--- config.mk ---
export PLATFORM = sky130hd
export DESIGN_NAME = qhc_cordic
export DESIGN_NICKNAME = d
export VERILOG_FILES = /design/src/hdl/qhc_pkg.sv /design/src/hdl/qhc_cordic.sv
export SDC_FILE = /design/constraint.sdc
export NUM_CORES = 2
export LEC_CHECK = 0
export BUFFER_PORTS_ARGS = -buffer_cell sky130_fd_sc_hd__buf_2
export CORE_MARGIN = 2
export CORE_UTILIZATION = 40
export CTS_BUF_LIST = sky130_fd_sc_hd__clkbuf_16
export CTS_CLUSTER_SIZE = 16
export DETAILED_ROUTE_END_ITERATION = 10
export GPL_TIMING_DRIVEN = 0
export SLEW_MARGIN = 20
export SYNTH_ARGS = -nofsm -noshare
export SYNTH_HDL_FRONTEND = slang
export SYNTH_SLANG_ARGS = --single-unit
--- constraint.sdc ---
create_clock -name i_clk -period 8 [get_ports i_clk]
set_input_delay 0.4 -clock i_clk [delete_from_list [all_inputs] [get_ports i_clk]]
set_output_delay 0.4 -clock i_clk [all_outputs]
set_load 0.02 [all_outputs]
--- src/hdl/qhc_pkg.sv ---
`timescale 1ns / 1ps
// ----------------------------------------------------------------------------
// qhc_pkg
// Shared types and constants of the quaternion heading classifier: datapath
// widths, pipeline depths, CORDIC arctangent table and heading codes.
// ----------------------------------------------------------------------------
package qhc_pkg;

    // CORDIC micro-rotations per angle (8 to 30)
    localparam int CORDIC_STEPS = 16;
    localparam int ATAN_LEN     = 30;

    // Operand width of the atan2 units, internal vector width, angle accumulator
    localparam int OPW = 33;
    localparam int CW  = 36;
    localparam int ZW  = 26;
    localparam int AW  = ZW - 9;

    // atan(2^-i) in units of 2^-16 degree
    localparam logic [21:0] ATAN_TAB [0:ATAN_LEN-1] = '{
        22'd2949120, 22'd1740967, 22'd919879, 22'd466945, 22'd234379,
        22'd117304,  22'd58666,   22'd29335,  22'd14668,  22'd7334,
        22'd3667,    22'd1833,    22'd917,    22'd458,    22'd229,
        22'd115,     22'd57,      22'd29,     22'd14,     22'd7,
        22'd4,       22'd2,       22'd1,      22'd0,      22'd0,
        22'd0,       22'd0,       22'd0,      22'd0,      22'd0
    };
    localparam logic signed [ZW-1:0] QUARTER_TURN = ZW'(90 * 65536);
    localparam logic signed [ZW-1:0] ROUND_HALF   = ZW'(256);

    // Square root unit: radicand up to 2^60, one result bit per stage
    localparam int SQ_RAD_W  = 61;
    localparam int SQ_ROOT_W = 31;
    localparam int SQ_ACC_W  = 63;
    localparam int ISQ_STEPS = (SQ_RAD_W + 1) / 2;
    localparam int ISQ_LAT   = ISQ_STEPS + 1;

    localparam int CORDIC_LAT = CORDIC_STEPS + 2;
    // input, squares, radicand, sqrt, four product stages, sqrt, CORDIC, classify
    localparam int PIPE_DEPTH = 3 + ISQ_LAT + 4 + ISQ_LAT + CORDIC_LAT + 1;

    typedef enum logic [2:0] {
        HDG_DOWN     = 3'd0,
        HDG_UP       = 3'd1,
        HDG_RIGHT    = 3'd2,
        HDG_LEFT     = 3'd3,
        HDG_BACKWARD = 3'd4,
        HDG_FORWARD  = 3'd5,
        HDG_NONE     = 3'd6
    } t_heading;

    typedef enum logic [1:0] {
        CFG_PITCH_LIMIT = 2'd0,
        CFG_YAW_INNER   = 2'd1,
        CFG_YAW_OUTER   = 2'd2
    } t_cfg_index;

    localparam logic [6:0] PITCH_LIMIT_RST = 7'd50;
    localparam logic [7:0] YAW_INNER_RST   = 8'd45;
    localparam logic [7:0] YAW_OUTER_RST   = 8'd135;

    typedef struct packed {
        logic signed [15:0] roll;
        logic signed [14:0] pitch;
        logic signed [15:0] yaw;
        t_heading           code;
    } t_result;

endpackage

--- src/hdl/qhc_cordic.sv ---
`timescale 1ns / 1ps
// ----------------------------------------------------------------------------
// qhc_cordic
// Pipelined CORDIC vectoring atan2, result rounded to 1/128 degree.
// ----------------------------------------------------------------------------
module qhc_cordic import qhc_pkg::*; (
    input  logic                  i_clk,
    input  logic                  i_ce,
    input  logic signed [OPW-1:0] i_y,
    input  logic signed [OPW-1:0] i_x,
    output logic signed [AW-1:0]  o_angle
);

    logic signed [CW-1:0] r_x    [0:CORDIC_STEPS];
    logic signed [CW-1:0] r_y    [0:CORDIC_STEPS];
    logic signed [ZW-1:0] r_z    [0:CORDIC_STEPS];
    logic                 r_zero [0:CORDIC_STEPS];
    logic signed [AW-1:0] r_angle;

    logic signed [CW-1:0] xe, ye, n_x, n_y;
    logic signed [ZW-1:0] n_z, z_rnd;

    assign xe = $signed({{(CW-OPW){i_x[OPW-1]}}, i_x});
    assign ye = $signed({{(CW-OPW){i_y[OPW-1]}}, i_y});

    // Turn a left-half-plane vector by a quarter turn toward the x axis
    always_comb begin
        n_x = xe;
        n_y = ye;
        n_z = '0;
        if (xe < 0) begin
            if (ye >= 0) begin
                n_x = ye;
                n_y = -xe;
                n_z = QUARTER_TURN;
            end else begin
                n_x = -ye;
                n_y = xe;
                n_z = -QUARTER_TURN;
            end
        end
    end

    always_ff @(posedge i_clk) begin
        if (i_ce) begin
            r_x[0]    <= n_x;
            r_y[0]    <= n_y;
            r_z[0]    <= n_z;
            r_zero[0] <= (i_x == '0) && (i_y == '0);
        end
    end

    for (genvar k = 0; k < CORDIC_STEPS; k++) begin : g_step
        localparam logic signed [ZW-1:0] ANG = $signed({{(ZW-22){1'b0}}, ATAN_TAB[k]});
        always_ff @(posedge i_clk) begin
            if (i_ce) begin
                r_zero[k+1] <= r_zero[k];
                if (r_y[k] < 0) begin
                    r_x[k+1] <= r_x[k] - (r_y[k] >>> k);
                    r_y[k+1] <= r_y[k] + (r_x[k] >>> k);
                    r_z[k+1] <= r_z[k] - ANG;
                end else begin
                    r_x[k+1] <= r_x[k] + (r_y[k] >>> k);
                    r_y[k+1] <= r_y[k] - (r_x[k] >>> k);
                    r_z[k+1] <= r_z[k] + ANG;
                end
            end
        end
    end

    assign z_rnd = r_z[CORDIC_STEPS] + ROUND_HALF;

    always_ff @(posedge i_clk) begin
        if (i_ce) begin
            r_angle <= r_zero[CORDIC_STEPS] ? '0 : AW'(z_rnd >>> 9);
        end
    end

    assign o_angle = r_angle;

endmodule

==> flow_summary.ini <==
[clocking]
root_buffer = clkbuf_16
clock_latency_ps = 870
clock-sinks = 1466
ctsHtreeMaxLevel = 4
postCtsSetupRepairBufs = 0
cts_buffer_depth = 4
cts_tree = yes
numCtsBuffers = 178
clkTransAtPathRegs_ps = 60

[place]
io_buffer_count = 82
dp_cells = 17662
gp_congestion = 0.929
dp_hpwl_um = 276000

[layout]
layout-drive-gt1-share_pct = 4.12
nets = 15298
syn2layout_area_growth_pct = 10.1
final_cell_mix = 1466 x edfxtp_1, 1431 x ha_1, 1427 x a21oi_1
layout_commonest_cell = edfxtp_1
stdcell_count = 18054

[detailed_routing]
vias = 100547
final_antenna_net_count = 0
firstDrtPassIters = 6
drc = 0
wire_per_inst_um = 19.0
drt-vias-per-instance = 5.57
drt_iter0_drc = 7687
wirelength_um = 343000

[hold_path]
hold_depth = 3
hp-class = input port to register

[worst_setup_path]
crit_arrival_ps = 8410
crit_type = input port to register
setup.worst_path.start_class = input port
worst-path-max-fanout = 69
required_ps = 8650
cp-end-kind = register
rr_worst_depth = 18

[grt]
grt_start_max_net_pins = 70
antenna_found_initial = 7
track_usage_pct = 20.6
grt_pass1_vias = 94292
grt-ovfl-total = 0
grt_pass1_wl_um = 535000

[sta]
worst_slew_pin_slew_ps = 1140
fin_skew_ps = 29.2
finalHoldViolations = 0
rsz0062_at_grt = no
fin_crit_sh_pct = 97.0
finalSetupTns_ps = 0
period_needed_ps = 7760
slew_headroom_pct = 24.3
final-max-slew-violation-count = 0
fmax_ghz = 0.129
fin_hold_ws_ps = 99.3
setup_violations = 0

[synth]
synthArstFlopShare_pct = 0
synth_warnings = 0
seq_area_frac_synth_pct = 34.7
synth-edff-count = 1466
synthFlopType = edfxtp_1
syn_area_per_cell_um2 = 9.48
syn_inst = 13390
synth_seq_cells = 1466
synthesis.area_um2 = 127000
synth_cell_types = 90

[status]
status = completed

[floorplanning]
dieArea_um2 = 322000
start_util_pct = 40.2
io-pin-count = 85
die_h_um = 567
die_x_um = 567
rows = 206
core_um2 = 315000

[job]
cap_violations = 0
==> sequential cells by signal (all words and copies together) (netlist names) <==
register,count
r_y,540
r_z,366
r_zero,17
o_angle,17
r_x,526
==> kinds of logic after synthesis <==
logic type / after synthesis / share of synthesized area (%)
buffers and inverters: 878 / 2.60
adder cells (fa/ha/maj): 1471 / 14.7
multiplexers: 78 / 0.641
XOR/XNOR: 1976 / 13.6
flip-flops: 1466 / 34.7
other: 1 / 0.00296
AND/OR/NAND/NOR: 3395 / 13.1
AO/OA/AOI/OAI: 4125 / 20.6
==> metrics by stage <==
stage,setup slack [ps],instance area [µm²],utilization (%)
2_1_floorplan,2730,127000,-
3_3_place_gp,-4910,132000,42.0
3_5_place_dp,96.1,133000,42.3
4_1_cts,401,140000,44.3
5_1_grt,36.5,140000,44.3
6_report,238,140000,44.3
==> synth_stat cells (22+ instances only) <==
cell type / number / area (µm²)
a211o_1: 22 / 193
a211oi_1: 146 / 1100
a21boi_0: 75 / 563
a21o_1: 602 / 4520
a21oi_1: 1427 / 7140
a221o_1: 22 / 220
a221oi_1: 42 / 368
a31o_2: 39 / 342
a31oi_1: 105 / 657
and2_1: 72 / 450
and3_1: 111 / 694
and4_1: 25 / 219
buf_1: 33 / 124
clkbuf_1: 237 / 890
edfxtp_1: 1466 / 44000
fa_1: 40 / 801
ha_1: 1431 / 17900
inv_1: 595 / 2230
mux2_2: 26 / 293
mux2i_1: 52 / 521
nand2_1: 635 / 2380
nand2b_1: 237 / 1480
nand3_1: 191 / 956
nand3b_1: 36 / 270
nand4_1: 101 / 632
nor2_1: 1093 / 4100
nor2b_1: 221 / 1380
nor3_1: 312 / 1560
nor3b_1: 22 / 165
nor4_1: 87 / 544
o211ai_1: 40 / 300
o21a_1: 198 / 1490
o21ai_0: 746 / 3730
o21bai_1: 196 / 1470
o31a_1: 35 / 307
o31ai_1: 161 / 1210
o41ai_1: 61 / 534
or2_2: 57 / 357
or3_1: 103 / 644
or4_1: 54 / 405
xnor2_1: 1285 / 11300
xor2_1: 691 / 6050
==> path summary, 6_finish.rpt <==
check	startpoint	to	slack, ps
max	i_ce	r_x[6][35]$_DFFE_PP_	240
min	i_x[22]	r_x[0][22]$_DFFE_PP_	100
max reg2reg	r_y[5][35]$_DFFE_PP_	r_x[6][35]$_DFFE_PP_	1520
min reg2reg	r_zero[0][10]$_DFFE_PP_	r_zero[0][11]$_DFFE_PP_	420
==> layout make-up <==
| type | instances | area, µm² |
|---|---|---|
| repair buffers | 187 | 1840 |
| multi-input cells | 11048 | 79600 |
| inverters | 606 | 2270 |
| fillers | 30489 | 175000 |
| clock inverters | 132 | 1200 |
| plain buffers | 272 | 1120 |
| flip-flops and latches | 1466 | 44000 |
| clock buffers | 180 | 4500 |
| well taps | 4160 | 5200 |
| diodes | 3 | 7.51 |
==> metal layers <==
| layer | track usage, % | share of wire (%) | vias up |
|---|---|---|---|
| met5 | 0 | 0.0076 | - |
| met4 | 6.60 | 3.5 | 4 |
| met3 | 2.42 | 5.4 | 456 |
| met2 | 34.1 | 46 | 2478 |
| met1 | 27.9 | 45 | 47342 |
| li1 | - | - | 50267 |
==> critical path, stage by stage <==
cell           delay [ps]
dlygate4sd3_1         580
buf_8                 230
buf_16                270
buf_2                 450
clkbuf_2              330
buf_12                210
nand2b_1               90
clkbuf_1              610
clkinv_1              520
clkbuf_2              510
nor2_1                240
xor2_1                170
ha_1                  290
a211oi_1              320
o21a_1                250
o31ai_1               170
o211ai_1              290
o21ai_0               250
a41o_1                360
a311oi_1              640
o21bai_1              160
a2111oi_0             480
o21bai_1              130
xnor2_1               290
==> what timing repair did <==
action / in CTS / in global routing
resized for setup: 0 / 1
hold endpoints to repair: 111 / 0
hold buffers: 77 / 0
endpoints found under the setup margin: 0 / 3
Power is left out: the tool's default activity adds up to more than one toggle a clock period on the data nets, which glitch-free logic cannot reach.
